--- config.mk ---
export PLATFORM = sky130hd
export DESIGN_NAME = typec_cc_attach_detect_debounce
export DESIGN_NICKNAME = d
export VERILOG_FILES = /design/src/hw/rtl/tcc_pkg.sv /design/src/hw/rtl/typec_cc_attach_detect_debounce.sv
export SDC_FILE = /design/constraint.sdc
export NUM_CORES = 1
export LEC_CHECK = 0
export ABC_AREA = 1
export BUFFER_PORTS_ARGS = -buffer_cell sky130_fd_sc_hd__buf_4
export CAP_MARGIN = 20
export CORE_MARGIN = 2
export CORE_UTILIZATION = 55
export DETAILED_ROUTE_END_ITERATION = 7
export HOLD_SLACK_MARGIN = 0.03
export MAX_ROUTING_LAYER = met4
export PLACE_DENSITY_LB_ADDON = 0.25
export SYNTH_ARGS = -nofsm -noshare
export SYNTH_HDL_FRONTEND = slang
export SYNTH_SLANG_ARGS = --single-unit
--- constraint.sdc ---
create_clock -name clk -period 5.6 [get_ports clk]
set_clock_uncertainty 0.05 [all_clocks]
set_input_delay 0.84 -clock clk [delete_from_list [all_inputs] [get_ports clk]]
set_output_delay 0.84 -clock clk [all_outputs]
set_load 0.02 [all_outputs]
--- src/hw/rtl/tcc_pkg.sv ---
// Shared types and constants for the Type-C CC attach/detach detector.
// Holds the stream payload layouts, register indexes and reset values.
// No dependencies.
package tcc_pkg;

    // Register indexes on the configuration channel
    localparam logic [1:0] REG_ATTACH_DEBOUNCE   = 2'd0;
    localparam logic [1:0] REG_DETACH_DEBOUNCE   = 2'd1;
    localparam logic [1:0] REG_CHECK_INTERVAL_MS = 2'd2;

    // Register reset values
    localparam logic [7:0]  ATTACH_DEBOUNCE_RST   = 8'd3;
    localparam logic [7:0]  DETACH_DEBOUNCE_RST   = 8'd3;
    localparam logic [15:0] CHECK_INTERVAL_MS_RST = 16'd100;

    // Interval timer and debounce count ceilings
    localparam logic [15:0] TIMER_MAX = 16'hFFFF;
    localparam logic [7:0]  COUNT_MAX = 8'hFF;

    // CC line codes
    localparam logic [1:0] LINE_NONE = 2'd0;
    localparam logic [1:0] LINE_CC1  = 2'd1;
    localparam logic [1:0] LINE_CC2  = 2'd2;

    // Comparator threshold codes
    localparam logic LEVEL_LOW = 1'b0;
    localparam logic LEVEL_MID = 1'b1;

    // Bit positions inside a line's flag set
    localparam int FLAG_LOW  = 0;
    localparam int FLAG_MID  = 1;
    localparam int FLAG_HIGH = 2;

    // Probe sequencer phases
    localparam logic [2:0] PH_CC1_LOW  = 3'd0;
    localparam logic [2:0] PH_CC1_MID  = 3'd1;
    localparam logic [2:0] PH_CC1_PIN  = 3'd2;
    localparam logic [2:0] PH_CC2_MID  = 3'd3;
    localparam logic [2:0] PH_CC2_PIN  = 3'd4;

    // Input transfer layout, last field in the lowest bits
    typedef struct packed {
        logic [1:0] pad;
        logic       fault_active;
        logic       link_ready;
        logic       rx_pending;
        logic       tx_idle;
        logic       pin_high;
        logic       cmp_out;
        logic [7:0] delta_ms;
    } tick_t;

    // Result transfer layout, last field in the lowest bits
    typedef struct packed {
        logic [2:0] pad;
        logic       vsafe_request;
        logic       reselect_event;
        logic       detach_event;
        logic       attach_event;
        logic [1:0] active_line;
        logic       is_connected;
        logic [1:0] orientation;
        logic       measure_done;
        logic       probe_level;
        logic [1:0] probe_line;
    } result_t;

    // Line terminated by a source pull-up (between 0.66 V and 2.2 V)
    function automatic logic looks_rp(input logic [2:0] f);
        return f[FLAG_MID] && !f[FLAG_HIGH];
    endfunction

    // Line open, Ra-like or driven high
    function automatic logic looks_other(input logic [2:0] f);
        return (f[FLAG_LOW] && !f[FLAG_MID]) || f[FLAG_HIGH];
    endfunction

    // Orientation from both flag sets; both lines Rp-like yields none
    function automatic logic [1:0] derive(input logic [2:0] a, input logic [2:0] b);
        logic [1:0] r;
        r = LINE_NONE;
        if (looks_rp(a) && looks_other(b)) r = LINE_CC1;
        if (looks_rp(b)) begin
            if (r != LINE_NONE) r = LINE_NONE;
            else if (looks_other(a)) r = LINE_CC2;
        end
        return r;
    endfunction

endpackage

--- src/hw/rtl/typec_cc_attach_detect_debounce.sv ---
// Type-C sink CC attach/detach detector with debounce, top level.
// Depends on tcc_pkg for payload layouts, codes and helper functions.
//
//  channel  | direction | handshake          | payload
//  ---------+-----------+--------------------+----------------------------------
//  s_axis   | in        | s_tvalid/s_tready  | s_tdata[15:0]  one poll tick
//  m_axis   | out       | m_tvalid/m_tready  | m_tdata[15:0]  one result per tick
//  cfg      | in        | cfg_valid/cfg_ready| cfg_index[1:0], cfg_data[15:0]
//
// Each tick passes through an input register, then one pass of sequencer
// and debounce logic into the result register. One tick is taken every
// cycle while results drain; a result held by m_tready low stalls
// s_tready once the input register also holds a tick.
// Reset clears all control state and loads the register defaults.
// cfg_ready is always high; writes to index 3 are ignored.
module typec_cc_attach_detect_debounce (
    input  logic        clk,
    input  logic        rst_n,
    input  logic        s_tvalid,
    output logic        s_tready,
    // delta_ms[7:0], cmp_out[8], pin_high[9], tx_idle[10], rx_pending[11],
    // link_ready[12], fault_active[13], zero[15:14]
    input  logic [15:0] s_tdata,
    output logic        m_tvalid,
    input  logic        m_tready,
    // probe_line[1:0], probe_level[2], measure_done[3], orientation[5:4],
    // is_connected[6], active_line[8:7], attach_event[9], detach_event[10],
    // reselect_event[11], vsafe_request[12], zero[15:13]
    output logic [15:0] m_tdata,
    input  logic        cfg_valid,
    output logic        cfg_ready,
    input  logic [1:0]  cfg_index,
    input  logic [15:0] cfg_data
);

    // Configuration registers
    logic [7:0]  attach_debounce_reg;
    logic [7:0]  detach_debounce_reg;
    logic [15:0] check_interval_reg;

    // Detector state
    logic [2:0]  phase_reg,  phase_next;
    logic [2:0]  line1_reg,  line1_next;
    logic [2:0]  line2_reg,  line2_next;
    logic [15:0] timer_reg,  timer_next;
    logic [7:0]  count_reg,  count_next;
    logic        conn_reg,   conn_next;
    logic [1:0]  sel_reg,    sel_next;
    logic [1:0]  orient_reg, orient_next;

    // Pipeline registers
    logic            in_valid_reg;
    tcc_pkg::tick_t  in_data_reg;
    logic            out_valid_reg;
    tcc_pkg::result_t out_data_reg;
    tcc_pkg::result_t result_next;

    logic advance;

    assign advance   = in_valid_reg && (!out_valid_reg || m_tready);
    assign s_tready  = !in_valid_reg || advance;
    assign m_tvalid  = out_valid_reg;
    assign m_tdata   = out_data_reg;
    assign cfg_ready = 1'b1;

    // Sequencer step outputs, computed from the current state
    logic [2:0] seq_phase, seq_line1, seq_line2;
    logic [1:0] seq_line, seq_orient;
    logic       seq_level, seq_done;

    always_comb
    begin
        seq_line1  = line1_reg;
        seq_line2  = line2_reg;
        seq_orient = orient_reg;
        seq_line   = tcc_pkg::LINE_NONE;
        seq_level  = tcc_pkg::LEVEL_LOW;
        seq_done   = 1'b0;
        case (phase_reg)
            tcc_pkg::PH_CC1_LOW:
            begin
                seq_line1 = '0;
                seq_line2 = '0;
                seq_line  = tcc_pkg::LINE_CC1;
                seq_phase = tcc_pkg::PH_CC1_MID;
            end
            tcc_pkg::PH_CC1_MID:
            begin
                seq_line1[tcc_pkg::FLAG_LOW] = line1_reg[tcc_pkg::FLAG_LOW] |
                                               in_data_reg.cmp_out;
                seq_line  = tcc_pkg::LINE_CC1;
                seq_level = tcc_pkg::LEVEL_MID;
                seq_phase = tcc_pkg::PH_CC1_PIN;
            end
            tcc_pkg::PH_CC1_PIN:
            begin
                seq_line1[tcc_pkg::FLAG_MID]  = line1_reg[tcc_pkg::FLAG_MID] |
                                                in_data_reg.cmp_out;
                seq_line1[tcc_pkg::FLAG_HIGH] = line1_reg[tcc_pkg::FLAG_HIGH] |
                                                in_data_reg.pin_high;
                seq_line  = tcc_pkg::LINE_CC2;
                seq_phase = tcc_pkg::PH_CC2_MID;
            end
            tcc_pkg::PH_CC2_MID:
            begin
                seq_line2[tcc_pkg::FLAG_LOW] = line2_reg[tcc_pkg::FLAG_LOW] |
                                               in_data_reg.cmp_out;
                seq_line  = tcc_pkg::LINE_CC2;
                seq_level = tcc_pkg::LEVEL_MID;
                seq_phase = tcc_pkg::PH_CC2_PIN;
            end
            default:
            begin
                // final phase; out-of-range phases act the same
                seq_line2[tcc_pkg::FLAG_MID]  = line2_reg[tcc_pkg::FLAG_MID] |
                                                in_data_reg.cmp_out;
                seq_line2[tcc_pkg::FLAG_HIGH] = line2_reg[tcc_pkg::FLAG_HIGH] |
                                                in_data_reg.pin_high;
                seq_orient = tcc_pkg::derive(line1_reg, seq_line2);
                seq_done   = 1'b1;
                seq_phase  = tcc_pkg::PH_CC1_LOW;
            end
        endcase
    end

    // Debounce and connection tracking for the tick in the input register
    logic [16:0] timer_sum;
    logic [7:0]  count_bump;
    logic        run;
    logic [2:0]  sel_flags;

    always_comb
    begin
        phase_next  = phase_reg;
        line1_next  = line1_reg;
        line2_next  = line2_reg;
        timer_next  = timer_reg;
        count_next  = count_reg;
        conn_next   = conn_reg;
        sel_next    = sel_reg;
        orient_next = orient_reg;
        result_next = '0;

        timer_sum  = {1'b0, timer_reg} + {9'd0, in_data_reg.delta_ms};
        count_bump = (count_reg < tcc_pkg::COUNT_MAX) ? count_reg + 8'd1 : count_reg;
        sel_flags  = (sel_reg == tcc_pkg::LINE_CC2) ? seq_line2 : seq_line1;

        if (conn_reg) begin
            // advance the interval timer, saturating
            timer_next = timer_sum[16] ? tcc_pkg::TIMER_MAX : timer_sum[15:0];
            run = 1'b1;
            if (!in_data_reg.tx_idle)
                run = 1'b0;
            else if (!in_data_reg.link_ready && in_data_reg.rx_pending &&
                     phase_reg == tcc_pkg::PH_CC1_LOW)
                run = 1'b0;
            else if (phase_reg == tcc_pkg::PH_CC1_LOW && timer_next < check_interval_reg)
                run = 1'b0;
        end else begin
            run = 1'b1;
        end

        if (run) begin
            phase_next           = seq_phase;
            line1_next           = seq_line1;
            line2_next           = seq_line2;
            orient_next          = seq_orient;
            result_next.probe_line  = seq_line;
            result_next.probe_level = seq_level;
        end

        if (run && seq_done) begin
            result_next.measure_done = 1'b1;
            if (conn_reg) begin
                timer_next = '0;
                if (tcc_pkg::looks_rp(sel_flags)) begin
                    count_next = '0;
                    result_next.reselect_event = 1'b1;
                end else if (count_bump >= detach_debounce_reg) begin
                    count_next = '0;
                    conn_next  = 1'b0;
                    sel_next   = tcc_pkg::LINE_NONE;
                    result_next.detach_event = 1'b1;
                end else begin
                    count_next = count_bump;
                    result_next.reselect_event = 1'b1;
                end
            end else begin
                if (seq_orient == tcc_pkg::LINE_NONE) begin
                    count_next = '0;
                end else if (count_bump >= attach_debounce_reg) begin
                    count_next = '0;
                    conn_next  = 1'b1;
                    sel_next   = seq_orient;
                    result_next.attach_event  = 1'b1;
                    result_next.vsafe_request = !in_data_reg.fault_active;
                end else begin
                    count_next = count_bump;
                end
            end
        end

        result_next.orientation  = orient_next;
        result_next.is_connected = conn_next;
        result_next.active_line  = conn_next ? sel_next : tcc_pkg::LINE_NONE;
    end

    // Hold configuration, state and pipeline registers
    always_ff @(posedge clk or negedge rst_n)
    begin
        if (!rst_n) begin
            attach_debounce_reg <= tcc_pkg::ATTACH_DEBOUNCE_RST;
            detach_debounce_reg <= tcc_pkg::DETACH_DEBOUNCE_RST;
            check_interval_reg  <= tcc_pkg::CHECK_INTERVAL_MS_RST;
            phase_reg     <= tcc_pkg::PH_CC1_LOW;
            line1_reg     <= '0;
            line2_reg     <= '0;
            timer_reg     <= '0;
            count_reg     <= '0;
            conn_reg      <= 1'b0;
            sel_reg       <= tcc_pkg::LINE_NONE;
            orient_reg    <= tcc_pkg::LINE_NONE;
            in_valid_reg  <= 1'b0;
            out_valid_reg <= 1'b0;
        end else begin
            // take a register write
            if (cfg_valid) begin
                case (cfg_index)
                    tcc_pkg::REG_ATTACH_DEBOUNCE:   attach_debounce_reg <= cfg_data[7:0];
                    tcc_pkg::REG_DETACH_DEBOUNCE:   detach_debounce_reg <= cfg_data[7:0];
                    tcc_pkg::REG_CHECK_INTERVAL_MS: check_interval_reg  <= cfg_data;
                    default: ;
                endcase
            end

            // input register fill and drain
            if (s_tvalid && s_tready)
                in_valid_reg <= 1'b1;
            else if (advance)
                in_valid_reg <= 1'b0;

            // result register fill and drain
            if (advance)
                out_valid_reg <= 1'b1;
            else if (m_tready)
                out_valid_reg <= 1'b0;

            // commit one tick
            if (advance) begin
                phase_reg  <= phase_next;
                line1_reg  <= line1_next;
                line2_reg  <= line2_next;
                timer_reg  <= timer_next;
                count_reg  <= count_next;
                conn_reg   <= conn_next;
                sel_reg    <= sel_next;
                orient_reg <= orient_next;
            end
        end
    end

    // Payload registers
    always_ff @(posedge clk)
    begin
        if (s_tvalid && s_tready)
            in_data_reg <= s_tdata;
        if (advance)
            out_data_reg <= result_next;
    end

endmodule

==> impl_results.md, run 1 <==
- P per Cell Area: 491.8 nW/µm²
- Drt first pass iters: 5
- Final hold vios: 0
- Total GRT Usage: 23.87%
- Reg area: 2621 µm²
- Max Freq: 244.1 MHz
- Clk slew on worst S/H paths: 0.09 ns
- Number of setup buffers added after CTS: 0
- Critical path startpoint: timer_reg[0]
- DRC: 0
- Setup TNS Final: 0 ns
- Number of global-route vias before repair: 4569
- Area grow syn2layout: 11.43%
- WP data required: 5.67 ns
- Min Hold Slack: 0.4491 ns
- Hold depth: 2
- Filler cells: 887
- Async set or reset register ratio after synthesis: 72.73%
- Final HPWL DP: 8861 µm
- FF-to-FF Start: timer_reg[0]
- Synth Area per Inst: 8.335 µm²
- CP max FO: 13
- Full die area: 11260 µm²
- Vias post-DR: 4690
- CTS HTree Levels: 3
- Cts repair resizes: 0
- Hold EP: detach_debounce_reg[5]
- Ports: 58
- Port bufs: 51
- Setup ws final: 1.504 ns
- Die Ht: 106.1 µm
- Unique cell type count in the Yosys netlist: 47
- Final Setup Violations: 0
- CTS tree: built
- Starting Density: 56.05%
- Via density: 5.372
- EDFF count, synth: 27
- Register area share after synthesis: 45.71%
- Worst setup SP type: flip-flop
- Crit Path Class: reg -> reg
- Max-cap violations: 0
- Pre-CTS setup slack: 1.573 ns
- Grt ovf: 0
- RR Endpoint: m_tdata[4]
- Post-Route M1 WL: 5358 µm
- Final Core Density: 62.46%
- Routed wl met3: 567 µm
- Synthesized flop and latch total: 99
- Worst slew pin tran: 0.9296 ns
- Root Buffer: clkbuf_8
- Ys flop type: dfrtp_1
- Outcome: finished, final reports clean
- Initial antenna violation count: 0
- CTS max path bufs: 2
- Worst EP arrival: 4.17 ns
- Clock Latency Late Sink: 0.38 ns
- Worst vdd rail ir drop: 0.3059 mV
- Cell Area, Placed: 6191 µm²
- Synth Warn #: 0
- Hold Path Origin: detach_debounce_reg[5]
- Fin crit share: 73.15%
- Met2 Routed Length: 5762 µm
- Worst reg2reg path depth: 20
- Top Metal Used: met4
- Min-Delay Path Class: reg -> reg
- Routed wire length: 11950 µm
- Antenna cells: 0
- CTS Sinks: 99
- Num CTS Buffers: 9
- Synthesized netlist cell count: 688
- Nets: 812
- # hold bufs at CTS: 0
- Final Slew Violations: 0
- Core area: 10230 µm²
- Initial DRC Count: 259
- Layout cells sized above 1: 14.52%
- Overall Power: 3.143 mW
- Die width: 106.1 µm
- Multi-input gate area: 2592 µm²
- Pin count of the biggest net entering global routing: 73
- P_leak: 3.168 nW
- Cell Area, Synth: 5734 µm²
- Antenna viol nets, final: 0
- Max_slew headroom: 37.88%
- RSZ-0062 raised after global routing: no
- Cells after DPL: 857
- Post-Layout Cell Count: 873
- Post-route minimum period: 4.096 ns
- RePlAce Congestion: 0.9187
- Final instance area: 6390 µm²
- Routed len/inst: 13.68 µm
- # rows: 37
- First-pass GRT wire length: 20640 µm
- Critical path capture point type: flip-flop
- FF-to-FF setup slack: 1.50 ns
==> worst max-delay path by stage <==
stage | slack (ns) | endpoint
after floorplan | 2.23 | m_tdata[4]
final | 1.50 | m_tdata[4]
after global routing | 1.18 | orient_reg[0]
after detailed placement | 1.57 | m_tdata[4]
after CTS | 1.53 | m_tdata[4]
after global placement | 1.65 | m_tdata[4]
==> layer usage <==
| layer | up-vias | global-route usage (%) |
|---|---|---|
| li1 | 2345 | - |
| met1 | 2213 | 29.58 |
| met2 | 113 | 38.97 |
| met3 | 19 | 5.641 |
| met4 | 0 | 7.519 |
| met5 | - | - |
==> cell usage after synthesis (3+ instances only) <==
master / count / share of area, %
dfrtp_1: 65 / 28
o21ai_0: 76 / 6.6
o21ai_2: 7 / 1.1
clkbuf_1: 14 / 0.92
nand3_1: 48 / 4.2
a22oi_1: 3 / 0.39
dfstp_2: 7 / 3.2
buf_4: 5 / 0.65
nor2_2: 3 / 0.33
inv_1: 108 / 7.1
o21ai_1: 3 / 0.26
nor3_1: 9 / 0.79
a21oi_1: 40 / 3.5
nand4_1: 6 / 0.65
nand2_1: 135 / 8.8
ha_1: 40 / 8.7
nor2_1: 43 / 2.8
or2_2: 3 / 0.33
edfxtp_1: 27 / 14
xor2_1: 6 / 0.92
nand3_2: 4 / 0.70
nand2_2: 4 / 0.44
nand2_4: 3 / 0.59
==> layout by cell type (no fill, tap or decap), types with 6 or more instances in the layout <==
master,count
a21oi_1,40
buf_4,53
clkbuf_8,11
dfrtp_1,65
dfstp_2,7
edfxtp_1,27
ha_1,40
inv_1,108
nand2_1,135
nand3_1,48
nand4_1,6
nor2_1,43
nor3_1,9
o21ai_0,76
o21ai_2,7
xor2_1,6
==> power breakdown <==
part / total [mW] / internal [mW] / switching, mW
registers: 1.09 / 0.944 / 0.142
logic: 1.60 / 0.591 / 1.01
clock network: 0.458 / 0.213 / 0.245
total: 3.14 / 1.75 / 1.39
==> area by class of cell <==
class | instances | area share [%]
tap | 136 | 2.663
timing repair buffer | 53 | 6.227
clock inverter | 3 | 0.2937
inverter | 109 | 6.403
multi-input combinational | 460 | 40.57
clock buffer | 13 | 2.820
sequential | 99 | 41.02
==> worst max-delay path, stage by stage (launching register included) <==
cell and delay (ns):
dfrtp_1 0.41, ha_1 0.24, fa_1 0.40, nand2_1 0.10, nand2_1 0.10, nand3_2 0.09, nand2_2 0.08, nand2_4 0.15
inv_1 0.13, a31oi_1 0.14, o21ai_0 0.14, ha_1 0.32, a21oi_1 0.13, nand3b_1 0.11, a21oi_1 0.06, a2111oi_0 0.53
nand3_2 0.15, nand3_2 0.11, nand2_4 0.10, inv_1 0.19, o21ai_0 0.09
==> cells by family (layout without fill, tap and decap cells) <==
| group | count (synthesis) | after routing | share of synthesized area [%] |
|---|---|---|---|
| other | 2 | 4 | 0.1310 |
| and+or+nand+nor | 264 | 264 | 20.75 |
| AOI/OAI and AO/OA | 144 | 144 | 14.05 |
| xor gates and xnor gates | 7 | 7 | 1.069 |
| DFF | 99 | 99 | 45.71 |
| adders and majority gates | 41 | 41 | 9.077 |
| buffers and inverters | 131 | 178 | 9.208 |
No activity file was read; power rests on OpenSTA's default activity.
==> inputs of run 2 (changes only) <==
- CORE_UTILIZATION: 55 -> 54
- clock period: 5.6 -> 3.38 ns (I/O delays scaled with it)
==> run 2 against run 1 <==
  * The run now ends with setup timing left
  * Maximum frequency is 15% higher
  * Sequential share of layout area is 4.0 points lower
  * Core utilization is 6.2 points higher
==> impl_results.md, run 2 (same netlist as run 1, synthesis figures left out) <==
- Starting Density: 55.54%
- Total GRT Usage: 24.90%
- RePlAce Congestion: 0.8681
- First-pass GRT wire length: 21970 µm
- Root Buffer: clkbuf_8
- Vias post-DR: 4964
- # hold bufs at CTS: 0
- CTS max path bufs: 2
- Worst path cell trace: ha_4 > nand2_4 > nor3_2 > nand2_1 > o211ai_1 > nand2_1 > nand2_2 > nand4_4 > o21ai_1 > nand3_2 > ha_4 > nand4_1 > buf_4 > nor2_1 > nand2_1 > nand3_4 > nand3_4 > nand2_8 > inv_6 > nand2_1 > o21ai_1
- Pin count of the biggest net entering global routing: 73
- P_leak: 3.436 nW
- Nets: 856
- Antenna cells: 0
- Max-cap violations: 0
- Post-Layout Cell Count: 917
- Critical path startpoint: in_data_reg[5]
- Worst reg2reg path depth: 21
- Crit path capture: m_tdata[4]
- Most frequent cells in the layout: nand2_1 (123), inv_1 (104), buf_4 (95), o21ai_0 (70), dfrtp_1 (65)
- Clk slew on worst S/H paths: 0.09 ns
- # rows: 37
- Drt first pass iters: 7
- RR Endpoint: m_tdata[4]
- Crit Path Class: reg -> reg
- CP max stage cell: edfxtp_1
- Final Setup Violations: 16
- CTS HTree Levels: 3
- P per Cell Area: 843.4 nW/µm²
- WP data required: 3.45 ns
- Multi-input gate area: 2959 µm²
- Setup ws final: -0.1848 ns
- Cell Area, Placed: 6386 µm²
- Num CTS Buffers: 9
- Layout cells sized above 1: 26.38%
- Failing checks: setup timing
- Filler cells: 799
- CP dominant cell by count: nand2_1
- Pre-CTS setup slack: -0.5263 ns
- Core area: 10320 µm²
- Worst slew pin tran: 0.9543 ns
- Fin crit share: 105.5%
- Min Hold Slack: 0.2178 ns
- Outcome: finished with violations
- Worst vdd rail ir drop: 0.4647 mV
- Die Ht: 107.1 µm
- Final Core Density: 68.62%
- CTS Sinks: 99
- Initial DRC Count: 229
- Full die area: 11460 µm²
- Commonest non-fill, non-tap cell in the layout: nand2_1
- Critical path capture point type: flip-flop
- Overall Power: 5.975 mW
- Initial antenna violation count: 0
- Grt ovf: 0
- Via density: 5.413
- Final hold vios: 0
- Final Slew Violations: 0
- Number of global-route vias before repair: 4899
- DRC: 0
- Routed wire length: 13170 µm
- Final HPWL DP: 8989 µm
- Worst setup SP type: flip-flop
- Routed len/inst: 14.36 µm
- Min-Delay Path Class: in -> async
- Setup TNS Final: -1.941 ns
- Clock Latency Late Sink: 0.38 ns
- Area grow syn2layout: 23.54%
- Max_slew headroom: 36.38%
- Port bufs: 51
- Cells after DPL: 883
- FF-to-FF setup slack: -0.18 ns
- Antenna viol nets, final: 0
- Worst EP arrival: 3.63 ns
- Die width: 107.1 µm
- Max Freq: 280.5 MHz
- RSZ-0062 raised after global routing: yes
- Delay of the slowest cell on the worst path: 0.43 ns
- Final instance area: 7084 µm²
- CTS tree: built
- Reg area: 2621 µm²
- CP max FO: 8
- Post-route minimum period: 3.565 ns
- Ports: 58
- FF-to-FF Start: in_data_reg[5]
[run 2: cell type report]
| type | instances | share of cell area (%) |
|---|---|---|
| Clock inverter | 4 | 0.7065 |
| Tap cell | 136 | 2.402 |
| Timing Repair Buffer | 96 | 10.23 |
| Clock buffer | 12 | 2.049 |
| Multi-Input combinational cell | 461 | 41.77 |
| Inverter | 109 | 5.846 |
| Sequential cell | 99 | 37.00 |
[run 2: metal layers]
metal,up-vias,share of wire [%],GRT usage [%]
met5,-,0,-
met4,0,1.4,8.163
met3,22,4.6,6.626
met2,147,52,41.64
met1,2353,42,29.32
li1,2442,-,-
[run 2: report_power, final]
| group | internal (mW) | total (mW) | leakage (nW) | switching [mW] |
|---|---|---|---|---|
| sequential | 1.56 | 1.81 | 1.13 | 0.244 |
| clock | 0.362 | 0.768 | 0.0926 | 0.406 |
| combinational | 1.43 | 3.40 | 2.21 | 1.97 |
[run 2: critical path: cells and delay by family, from the launching register on]
kind                     cells  cell delay, ns
AND/OR/NAND/NOR             14            1.57
AO/OA/AOI/OAI                3            0.39
flip-flops                   1            0.43
buffers and inverters        2            0.23
adder cells (fa/ha/maj)      2            0.64
[run 2: repair_timing]
item,CTS,global route
pin swaps,20,24
buffers inserted,10,7
cloned,0,1
resized for setup,40,41
endpoints found under the setup margin,17,30
[run 2: worst min-delay path by stage]
stage | endpoint | slack (ns)
global placement | orient_reg[1] | 0.42
floorplan | asynchronous set/reset pin | 0.16
finish | check_interval_reg[1] | 0.22
detailed placement | orient_reg[1] | 0.42
CTS | check_interval_reg[1] | 0.24
global route | in_data_reg[11] | 0.23
==> inputs of run 3 (changes only) <==
- CORE_UTILIZATION: 54 -> 55
- SETUP_SLACK_MARGIN: unset -> 0.1
- clock period: 3.38 -> 3.66 ns (I/O delays scaled with it)
==> run 3 against run 2 <==
  * The flow now finishes without violations
  * Critical path depth shrank 1
  * Register-to-register slack gained 0.19 ns
  * Sequential share of layout area grew 2.1 points
  * Sequential power shrank 8%
  * Sequential cell count is the same
  * First-iteration DRC count grew 1.7%
  * Power shrank 15%
  * Critical path type unchanged
  * Largest cell class unchanged
  * Largest power group unchanged
  * Highest routed layer unchanged
==> impl_results.md, run 3 (same netlist as run 1, synthesis figures left out) <==
- CP delay by family, top: compound AO/OA/AOI/OAI gates
- Clk slew on worst S/H paths: 0.09 ns
- RSZ-0062 raised after global routing: yes
- Antenna viol nets, final: 0
- Critical path capture point type: flip-flop
- CTS max path bufs: 2
- Clock Latency Late Sink: 0.38 ns
- Vias post-DR: 4749
- Core area: 10230 µm²
- Initial DRC Count: 233
- Critical path depth: 20
- Worst vdd rail ir drop: 0.3964 mV
- CTS tree: built
- First-pass GRT wire length: 20590 µm
- Routed len/inst: 14.02 µm
- Final hold vios: 0
- Full die area: 11260 µm²
- CTS Sinks: 99
- Final instance area: 6699 µm²
- Port bufs: 51
- Max-cap violations: 0
- Ports: 58
- Number of global-route vias before repair: 4608
- Worst setup SP type: flip-flop
- P per Cell Area: 756.8 nW/µm²
- CP max FO: 6
- Area grow syn2layout: 16.82%
- Max_slew headroom: 38.90%
- Root Buffer: clkbuf_8
- Fin crit share: 99.84%
- Via density: 5.360
- Drt first pass iters: 5
- Die Ht: 106.1 µm
- # rows: 37
- Pin count of the biggest net entering global routing: 73
- Starting Density: 56.05%
- Delay of the slowest cell on the worst path: 0.42 ns
- Total GRT Usage: 23.72%
- Cell Area, Placed: 6243 µm²
- Final Setup Violations: 0
- P_leak: 3.248 nW
- Outcome: finished, final reports clean
- Worst reg2reg path depth: 20
- Grt ovf: 0
- Final HPWL DP: 8994 µm
- RePlAce Congestion: 0.9264
- Worst slew pin tran: 0.9144 ns
- Die width: 106.1 µm
- Layout cells sized above 1: 21.07%
- Post-route minimum period: 3.654 ns
- Num CTS Buffers: 9
- CP Buf/Inv Count: 2
- Commonest non-fill, non-tap cell in the layout: nand2_1
- Final Slew Violations: 0
- Min-Delay Path Class: in -> async
- CTS HTree Levels: 3
- Cells after DPL: 864
- Initial antenna violation count: 0
- Worst EP arrival: 3.73 ns
- CP dominant cell by count: a21oi_2
- Post-Layout Cell Count: 886
- Routed wire length: 12420 µm
- Antenna cells: 0
- Worst path cell trace: ha_4 > nand2_4 > nor3_2 > nand2_1 > o211ai_1 > nand2_1 > nand2_2 > nand4_4 > a21oi_2 > o21ai_2 > ha_1 > a21oi_2 > a21oi_2 > a2111oi_2 > buf_4 > nand3_2 > nand3_2 > nand2_4 > inv_4 > o21ai_2
- WP data required: 3.74 ns
- DRC: 0
- Crit Path Class: reg -> reg
- Most frequent cells in the layout: nand2_1 (123), inv_1 (104), o21ai_0 (71), dfrtp_1 (65), buf_4 (65)
- Nets: 825
- CP max stage cell: edfxtp_1
- Max Freq: 273.7 MHz
## run 3: cell types whose count changed in the layout (fill, tap and decap cells not counted), moves of 3 or more
| cell | change |
|---|---|
| buf_4 | -30 |
| ha_1 | +3 |
| nand3_1 | +5 |
| nand3_2 | -3 |
## run 3: final cells by class
| cell class | instances | area, µm² |
|---|---|---|
| Clock buffer | 13 | 138.9 |
| Clock inverter | 3 | 38.79 |
| Fill cell | 829 | 3532 |
| Inverter | 109 | 411.6 |
| Multi-Input combinational cell | 460 | 2819 |
| Sequential cell | 99 | 2621 |
| Tap cell | 136 | 170.2 |
| Timing Repair Buffer | 66 | 499.2 |
## run 3: path summary, 6_finish.rpt
| check | startpoint | slack (ns) | end |
|---|---|---|---|
| max reg2reg | in_data_reg[6] | 0.006 | m_tdata[4] |
| min reg2reg | detach_debounce_reg[2] | 0.44 | detach_debounce_reg[2] |
| max in group asynchronous | rst_n | 2.71 | asynchronous set/reset pin |
| min | rst_n | 0.24 | attach_debounce_reg[3] |
| min in group clk | s_tdata[13] | 0.29 | in_data_reg[13] |
| max | in_data_reg[6] | 0.006 | m_tdata[4] |
## run 3: through the flow
step / utilization [%] / power (mW) / setup WS (ns) / hold slack (ns) / setup TNS [ns]
2_1_floorplan: - / 3.486 / 0.2906 / 0.2034 / 0
6_report: 65.48 / 5.070 / 0.006018 / 0.2373 / 0
3_5_place_dp: 61.02 / 4.113 / -0.1712 / 0.4265 / -1.219
5_1_grt: 65.48 / 5.552 / -0.2143 / 0.2764 / -2.789
3_3_place_gp: 61.02 / 3.978 / -0.02729 / 0.4142 / -0.02729
4_1_cts: 63.25 / 4.835 / 0.05323 / 0.2724 / 0
## run 3: report_power, final
part | total [mW] | switching, mW | internal, mW
Clock | 0.672 | 0.358 | 0.314
Sequential | 1.67 | 0.225 | 1.44
Combinational | 2.73 | 1.67 | 1.06
## run 3: routing by layer
layer / global-route usage [%] / vias to the layer above / part of all wire [%]
met4: 8.553 / 0 / 1.9
li1: - / 2377 / -
met2: 39.10 / 100 / 49
met3: 4.721 / 19 / 4.2
met1: 29.20 / 2253 / 45
met5: - / - / 0
## run 3: what timing repair did
item | CTS | global route
gates resized for setup | 9 | 48
setup buffers | 0 | 6
pin swaps | 2 | 24
hold buffers | 0 | 0
setup endpoints to repair | 16 | 30
cloned | 0 | 0
